--- config.mk ---
export PLATFORM = sky130hd
export DESIGN_NAME = fvmm_fma
export DESIGN_NICKNAME = d
export VERILOG_FILES = /design/src/design/fvmm_pkg.sv /design/src/design/fvmm_fma.sv
export SDC_FILE = /design/constraint.sdc
export NUM_CORES = 2
export LEC_CHECK = 0
export BUFFER_PORTS_ARGS = -buffer_cell sky130_fd_sc_hd__buf_2
export CORE_MARGIN = 2
export CORE_UTILIZATION = 45
export DETAILED_ROUTE_END_ITERATION = 8
export PLACE_DENSITY = 0.64
export SETUP_SLACK_MARGIN = 0.1
export SKIP_LAST_GASP = 1
export SLEW_MARGIN = 20
export SYNTH_ARGS = -nofsm -noshare
export SYNTH_HDL_FRONTEND = slang
export SYNTH_SLANG_ARGS = --single-unit
--- constraint.sdc ---
create_clock -name i_clk -period 17.05 [get_ports i_clk]
set_input_delay 0.8525 -clock i_clk [delete_from_list [all_inputs] [get_ports i_clk]]
set_output_delay 0.8525 -clock i_clk [all_outputs]
set_load 0.01 [all_outputs]
--- src/design/fvmm_pkg.sv ---
// Shared types, codes, constants and helpers for the fp32 vector-matrix multiplier.
package fvmm_pkg;

    localparam int WIN_W = 102;
    localparam int CFG_W = 11;
    localparam int IDX_W = 10;

    localparam logic [31:0] QNAN_BITS = 32'h7FC0_0000;
    localparam logic [31:0] INF_BITS  = 32'h7F80_0000;
    localparam logic [31:0] NEG_ZERO  = 32'h8000_0000;

    typedef enum logic {
        OP_WEIGHT = 1'b0,
        OP_MATRIX = 1'b1
    } t_op;

    typedef enum logic {
        CFG_ROWS    = 1'b0,
        CFG_COLUMNS = 1'b1
    } t_cfg_idx;

    function automatic logic [WIN_W-1:0] shr_jam(input logic [WIN_W-1:0] v,
                                                 input logic [8:0] s);
        logic [WIN_W-1:0] lost;
        lost = v & ~({WIN_W{1'b1}} << s);
        return (v >> s) | {{(WIN_W-1){1'b0}}, |lost};
    endfunction

endpackage

--- src/design/fvmm_fma.sv ---
// Six-stage binary32 fused multiply-add with a single round to nearest even.
module fvmm_fma import fvmm_pkg::*; (
    input  logic        i_clk,
    input  logic        i_en,
    input  logic [31:0] i_x,
    input  logic [31:0] i_y,
    input  logic [31:0] i_z,
    output logic [31:0] o_res
);

    // stage A: unpack, special operands, multiply
    logic        sx, sy, sz, sp;
    logic [7:0]  ex, ey, ez, exe, eye, eze;
    logic [22:0] fx, fy, fz;
    logic        xz, yz, zz, xnan, ynan, znan, xinf, yinf, zinf;
    logic        a_spec;
    logic [31:0] a_sbits;
    logic [47:0] a_prod;
    logic signed [10:0] a_q;
    logic [8:0]  a_exy;

    always_comb begin
        sx = i_x[31];
        sy = i_y[31];
        sz = i_z[31];
        sp = sx ^ sy;
        ex = i_x[30:23];
        ey = i_y[30:23];
        ez = i_z[30:23];
        fx = i_x[22:0];
        fy = i_y[22:0];
        fz = i_z[22:0];
        xz = (i_x[30:0] == 31'd0);
        yz = (i_y[30:0] == 31'd0);
        zz = (i_z[30:0] == 31'd0);
        xnan = (ex == 8'hFF) && (fx != 23'd0);
        ynan = (ey == 8'hFF) && (fy != 23'd0);
        znan = (ez == 8'hFF) && (fz != 23'd0);
        xinf = (ex == 8'hFF);
        yinf = (ey == 8'hFF);
        zinf = (ez == 8'hFF);
        a_spec  = 1'b1;
        a_sbits = QNAN_BITS;
        if (xnan || ynan || znan) begin
            a_sbits = QNAN_BITS;
        end else if (xinf || yinf) begin
            if (xz || yz) begin
                a_sbits = QNAN_BITS;
            end else if (zinf && (sz != sp)) begin
                a_sbits = QNAN_BITS;
            end else begin
                a_sbits = {sp, INF_BITS[30:0]};
            end
        end else if (zinf) begin
            a_sbits = i_z;
        end else if (xz || yz) begin
            a_sbits = zz ? {sp & sz, 31'd0} : i_z;
        end else begin
            a_spec = 1'b0;
        end
        exe = (ex == 8'd0) ? 8'd1 : ex;
        eye = (ey == 8'd0) ? 8'd1 : ey;
        eze = (ez == 8'd0) ? 8'd1 : ez;
        a_prod = {ex != 8'd0, fx} * {ey != 8'd0, fy};
        a_q = $signed({3'b000, eze}) - $signed({3'b000, exe}) - $signed({3'b000, eye})
            + 11'sd176;
        a_exy = {1'b0, exe} + {1'b0, eye};
    end

    logic               r_a_spec, r_a_sp, r_a_sz, r_a_zz;
    logic [31:0]        r_a_sbits;
    logic [47:0]        r_a_prod;
    logic [23:0]        r_a_mz;
    logic signed [10:0] r_a_q;
    logic [8:0]         r_a_exy;
    logic [7:0]         r_a_ez;

    always_ff @(posedge i_clk) begin
        if (i_en) begin
            r_a_spec  <= a_spec;
            r_a_sbits <= a_sbits;
            r_a_sp    <= sp;
            r_a_sz    <= sz;
            r_a_zz    <= zz;
            r_a_prod  <= a_prod;
            r_a_mz    <= {ez != 8'd0, fz};
            r_a_q     <= a_q;
            r_a_exy   <= a_exy;
            r_a_ez    <= eze;
        end
    end

    // stage B: align addend and product in one window
    logic [WIN_W-1:0]   pw, mzw, b_a, b_p;
    logic signed [10:0] b_shc, b_nq;
    logic signed [9:0]  b_elsb;

    always_comb begin
        pw    = {28'd0, r_a_prod, 26'd0};
        mzw   = {78'd0, r_a_mz};
        b_shc = r_a_q - 11'sd77;
        b_nq  = -r_a_q;
        if ((r_a_q > 11'sd77) && !r_a_zz) begin
            b_a    = mzw << 77;
            b_p    = shr_jam(pw, b_shc[8:0]);
            b_elsb = $signed({2'b00, r_a_ez}) - 10'sd227;
        end else if (r_a_q >= 11'sd0) begin
            b_a    = mzw << r_a_q[6:0];
            b_p    = pw;
            b_elsb = $signed({1'b0, r_a_exy}) - 10'sd326;
        end else begin
            b_a    = shr_jam(mzw, b_nq[8:0]);
            b_p    = pw;
            b_elsb = $signed({1'b0, r_a_exy}) - 10'sd326;
        end
    end

    logic              r_b_spec, r_b_sp, r_b_sz;
    logic [31:0]       r_b_sbits;
    logic [WIN_W-1:0]  r_b_a, r_b_p;
    logic signed [9:0] r_b_elsb;

    always_ff @(posedge i_clk) begin
        if (i_en) begin
            r_b_spec  <= r_a_spec;
            r_b_sbits <= r_a_sbits;
            r_b_sp    <= r_a_sp;
            r_b_sz    <= r_a_sz;
            r_b_a     <= b_a;
            r_b_p     <= b_p;
            r_b_elsb  <= b_elsb;
        end
    end

    // stage C: signed magnitude add
    logic [WIN_W:0]   c_d;
    logic [WIN_W-1:0] c_m;
    logic             c_s;

    always_comb begin
        c_d = {1'b0, r_b_p} - {1'b0, r_b_a};
        if (r_b_sp == r_b_sz) begin
            c_m = r_b_p + r_b_a;
            c_s = r_b_sp;
        end else if (!c_d[WIN_W]) begin
            c_m = c_d[WIN_W-1:0];
            c_s = r_b_sp;
        end else begin
            c_m = r_b_a - r_b_p;
            c_s = r_b_sz;
        end
    end

    logic              r_c_spec, r_c_s;
    logic [31:0]       r_c_sbits;
    logic [WIN_W-1:0]  r_c_m;
    logic signed [9:0] r_c_elsb;

    always_ff @(posedge i_clk) begin
        if (i_en) begin
            r_c_spec  <= r_b_spec;
            r_c_sbits <= r_b_sbits;
            r_c_s     <= c_s;
            r_c_m     <= c_m;
            r_c_elsb  <= r_b_elsb;
        end
    end

    // stage D: leading one
    logic [6:0] d_l;

    always_comb begin
        d_l = 7'd0;
        for (int i = 0; i < WIN_W; i++) begin
            if (r_c_m[i]) begin
                d_l = 7'(i);
            end
        end
    end

    logic              r_d_spec, r_d_s, r_d_zero;
    logic [31:0]       r_d_sbits;
    logic [WIN_W-1:0]  r_d_m;
    logic [6:0]        r_d_l;
    logic signed [9:0] r_d_elsb;

    always_ff @(posedge i_clk) begin
        if (i_en) begin
            r_d_spec  <= r_c_spec;
            r_d_sbits <= r_c_sbits;
            r_d_s     <= r_c_s;
            r_d_zero  <= (r_c_m == '0);
            r_d_m     <= r_c_m;
            r_d_l     <= d_l;
            r_d_elsb  <= r_c_elsb;
        end
    end

    // stage E: normalize, exponent, subnormal shift
    logic [WIN_W-1:0]   e_t;
    logic signed [10:0] e_be, e_nb;
    logic [7:0]         e_extra;

    always_comb begin
        e_t  = r_d_m << (7'(WIN_W - 1) - r_d_l);
        e_be = $signed({4'b0000, r_d_l}) + $signed({r_d_elsb[9], r_d_elsb}) + 11'sd127;
        e_nb = 11'sd1 - e_be;
        e_extra = (e_be < 11'sd1) ? e_nb[7:0] : 8'd0;
    end

    logic               r_e_spec, r_e_s, r_e_zero;
    logic [31:0]        r_e_sbits;
    logic [WIN_W-1:0]   r_e_t;
    logic signed [10:0] r_e_be;
    logic [7:0]         r_e_extra;

    always_ff @(posedge i_clk) begin
        if (i_en) begin
            r_e_spec  <= r_d_spec;
            r_e_sbits <= r_d_sbits;
            r_e_s     <= r_d_s;
            r_e_zero  <= r_d_zero;
            r_e_t     <= e_t;
            r_e_be    <= e_be;
            r_e_extra <= e_extra;
        end
    end

    // stage F: round and pack
    logic [WIN_W-1:0]   f_x;
    logic               f_inc;
    logic [24:0]        f_sig;
    logic signed [10:0] f_bm1;
    logic [32:0]        f_bits;
    logic [31:0]        f_res;

    always_comb begin
        f_x   = shr_jam(r_e_t, 9'd76 + {1'b0, r_e_extra});
        f_inc = f_x[1] & (f_x[0] | f_x[2]);
        f_sig = {1'b0, f_x[25:2]} + {24'd0, f_inc};
        f_bm1 = r_e_be - 11'sd1;
        if (r_e_be >= 11'sd1) begin
            f_bits = {f_bm1[9:0], 23'd0} + {8'd0, f_sig};
        end else begin
            f_bits = {8'd0, f_sig};
        end
        if (f_bits >= {1'b0, INF_BITS}) begin
            f_bits = {1'b0, INF_BITS};
        end
        if (r_e_spec) begin
            f_res = r_e_sbits;
        end else if (r_e_zero) begin
            f_res = 32'd0;
        end else begin
            f_res = {r_e_s, f_bits[30:0]};
        end
    end

    logic [31:0] r_res;

    always_ff @(posedge i_clk) begin
        if (i_en) begin
            r_res <= f_res;
        end
    end

    assign o_res = r_res;

endmodule

==> flow_metrics.py <==
metrics = {
    "outcome": {
        "status": "finished clean",
    },
    "logic_synthesis": {
        "synth.area.top_cells": "edfxtp_1 30%, fa_1 12%, ha_1 6.8%, nand2_1 5.8%, a21oi_1 4.5%",
        "synth.most_common_cell": "nand2_1",
        "synth_top_cell_by_area": "edfxtp_1",
        "synth_top_area_share_pct": 30.3,
        "yosysWarningCount": 0,
        "netlist_area_sq_um": 83800,
        "synth-seq-area-share_pct": 30.3,
        "synth-main-ff-cell": "edfxtp_1",
        "syn-num-nets": 10500,
        "synth-edff-count": 845,
        "synth.distinct_cells": 101,
        "synthTopCellsByCount": "1286 x nand2_1, 872 x nor2_1, 845 x edfxtp_1",
        "synth-seq-cells": 845,
        "synth_cells": 9499,
        "async_reset_ff_share_pct": 0,
        "synth.avg_cell_area_sq_um": 8.82,
    },
    "clock_tree": {
        "h-tree-depth": 3,
        "cts_sinks": 845,
        "ctsHoldBuffers": 0,
        "numCtsBuffers": 90,
        "cts_resized": 0,
        "cts_root_buf": "clkbuf_16",
        "cts_tree": "yes",
        "postCtsSetupRepairBufs": 0,
        "clk_path_buf_depth": 3,
        "clock_latency_ns": 0.76,
        "clk_pin_slew_worst_paths_ns": 0.06,
    },
    "floorplanning": {
        "dieArea_sq_um": 190000,
        "start_util_pct": 45.2,
        "core_sq_um": 185000,
        "rows": 158,
        "die_x_um": 435,
        "num_io_pins": 130,
        "die_y_um": 435,
    },
    "finish": {
        "area_growth_pct": 6.71,
        "finalNetCount": 10300,
        "drive_above_1_share_pct": 7.01,
    },
    "pwr": {
        "ir_worst_vdd_v": 0.000778,
        "power_density_nw_per_um2": 221,
        "power_mw": 19.8,
        "intPower_mw": 9.26,
        "clkPwrFrac_pct": 10.0,
        "switching_power_mw": 10.5,
        "seq_power_share_pct": 18.9,
        "swShare_pct": 53.2,
        "leakagePower_nw": 35.6,
        "power.share.combinational_pct": 71.1,
    },
    "setup_path": {
        "worst_path_max_delay_cell": "or4_1",
        "crit_fanout": 23,
        "worstPathArrival_ns": 8.64,
        "critPathRequiredTime_ns": 17.57,
        "worst-setup-path-type": "reg -> reg",
        "worstPathCellList": "nor2_4 -> nand2_1 -> mux4_2 -> and2_1 -> o32ai_1 -> and2_1 -> nand4_1 -> or4_1 -> or4_1 -> xnor2_1 -> nor2_1 -> ha_1 -> inv_1 -> fa_1 -> a21oi_1 -> nand3b_1 -> nor3_1 -> nand2b_1 -> mux2i_1 -> a32oi_1 -> and2_1 -> or4_1 -> o41ai_1",
        "critPathCaptureType": "flip-flop",
        "cp-start-kind": "flip-flop",
        "slowest_delay_ns": 0.85,
    },
    "route": {
        "first_pass_iters": 7,
        "met3_length_um": 31900,
        "antenna_left": 0,
        "met2WireLength_um": 151000,
        "drtIter0Drc": 9759,
        "drc_errors": 0,
        "wl_per_cell_um": 28.4,
        "wl_met1_um": 124000,
        "routed_wl_um": 335000,
        "vias": 75500,
        "dr.max_layer_used": "met5",
        "vias_per_cell": 6.39,
    },
    "timing": {
        "clock_skew_ns": 0.0714,
        "hold_violations": 0,
        "fin_crit_sh_pct": 47.6,
        "setup_ws_ns": 8.93,
        "worstMarginPinSlew_ns": 1.26,
        "fin_setup_tns_ns": 0,
        "setup_viol": 0,
        "drv_slew": 0,
        "rsz0062_at_grt": "no",
        "max-slew-margin-rel_pct": 15.1,
        "fmax_mhz": 123,
        "min_period_ns": 8.12,
        "whs_ns": 0.327,
    },
    "place": {
        "pre_cts_slack_ns": 8.54,
        "io_buffers": 129,
        "gp_congestion": 1.11,
        "dp_hpwl_um": 264000,
    },
    "hold_path": {
        "holdCritPathClass": "in -> reg",
    },
    "global_route": {
        "grt_pass1_vias": 72700,
        "overflow": 0,
        "grt_max_degree": 111,
        "antenna_found_initial": 21,
        "globalRouteTotalUtil_pct": 34.4,
        "grt_pass1_wl_um": 485000,
    },
    "run": {
        "drv_cap": 0,
    },
}
==> through the flow <==
step                      area, sq um  utilization, %  instances
after floorplan                 83800               -       9499
after global placement          86300            46.6      11600
after detailed placement        86300            46.6      11600
after CTS                       89300            48.2      11800
after global routing            89400            48.2      11800
final                           89400            48.2      11800
==> worst paths after layout <==
check,start,endpoint,slack (ns),cells after the start
worst max register to register,r_e_extra[6],o_res[19],8.93,23
worst min register to register,r_d_sbits[10],r_e_sbits[10],0.41,0
worst max-delay path,r_e_extra[6],o_res[19],8.93,23
worst min-delay path,i_z[16],r_a_mz[16],0.33,1
==> layer usage <==
| metal | vias up | GRT usage, % |
|---|---|---|
| met1 | 36800 | 42.1 |
| met2 | 4608 | 54.2 |
| met3 | 1101 | 7.50 |
| li1 | 33000 | - |
| met4 | 20 | 23.9 |
| met5 | - | 0 |
==> area by class of cell <==
cell class / count / area (sq um)
clock buffers: 106 / 2310
fillers: 17600 / 95900
flip-flops and latches: 845 / 25400
inverters: 851 / 3190
diodes: 11 / 27.5
well taps: 2480 / 3100
repair buffers: 225 / 1410
clock inverters: 59 / 677
multi-input cells: 7245 / 53300
==> worst max-delay path, delay by kind of cell, from the launching register on <==
family          cells  cell delay, ns
simple gates       13            4.33
compound gates      4            1.48
mux                 2            0.67
fa+ha+maj           2            0.62
flops               1            0.60
xor+xnor            1            0.14
buf+inv             1            0.06
==> registers in the layout (all words and copies together), names as in the netlist, 48 cells and up <==
signal,count
r_b_a,102
r_c_m,102
r_d_m,102
r_e_t,102
r_b_p,74
r_a_prod,48
==> cell usage in the layout (no fill, tap or decap), drive strengths merged, types with 62 or more instances in the layout <==
cell and count:
nand2 1287, nand3 156, nor2 874, a21oi 756, nor3 188, nor4 101
nand4 87, xnor2 181, o21ai 657, xor2 77, a21o 95, fa 490
o21bai 126, buf 225, and2 263, edfxtp 845, a211oi 109, o31ai 62
mux4 143, a31oi 67, ha 455, inv 854, mux2i 195, clkbuf 106
==> cell families (layout without fill, tap and decap cells) <==
group,Yosys count,count (layout),synth area share [%]
and+or+nand+nor,3246,3246,17.5
AOI/OAI and AO/OA,2402,2402,17.7
buffers and inverters,1409,1241,6.40
adders and majority gates,948,948,18.5
DFF,845,845,30.3
muxes,391,391,6.89
xor gates and xnor gates,258,258,2.70
other,0,11,0
==> power by group through the flow <==
stage               Clock [mW]  Combinational (mW)  Sequential [mW]
floorplan                    0                9.11             3.46
finish                    1.97                14.1             3.74
global placement             0                13.6             3.74
global route              2.08                15.1             3.76
CTS                       2.01                13.8             3.71
detailed placement           0                13.7             3.75
Power figures use the tool's default switching activity.
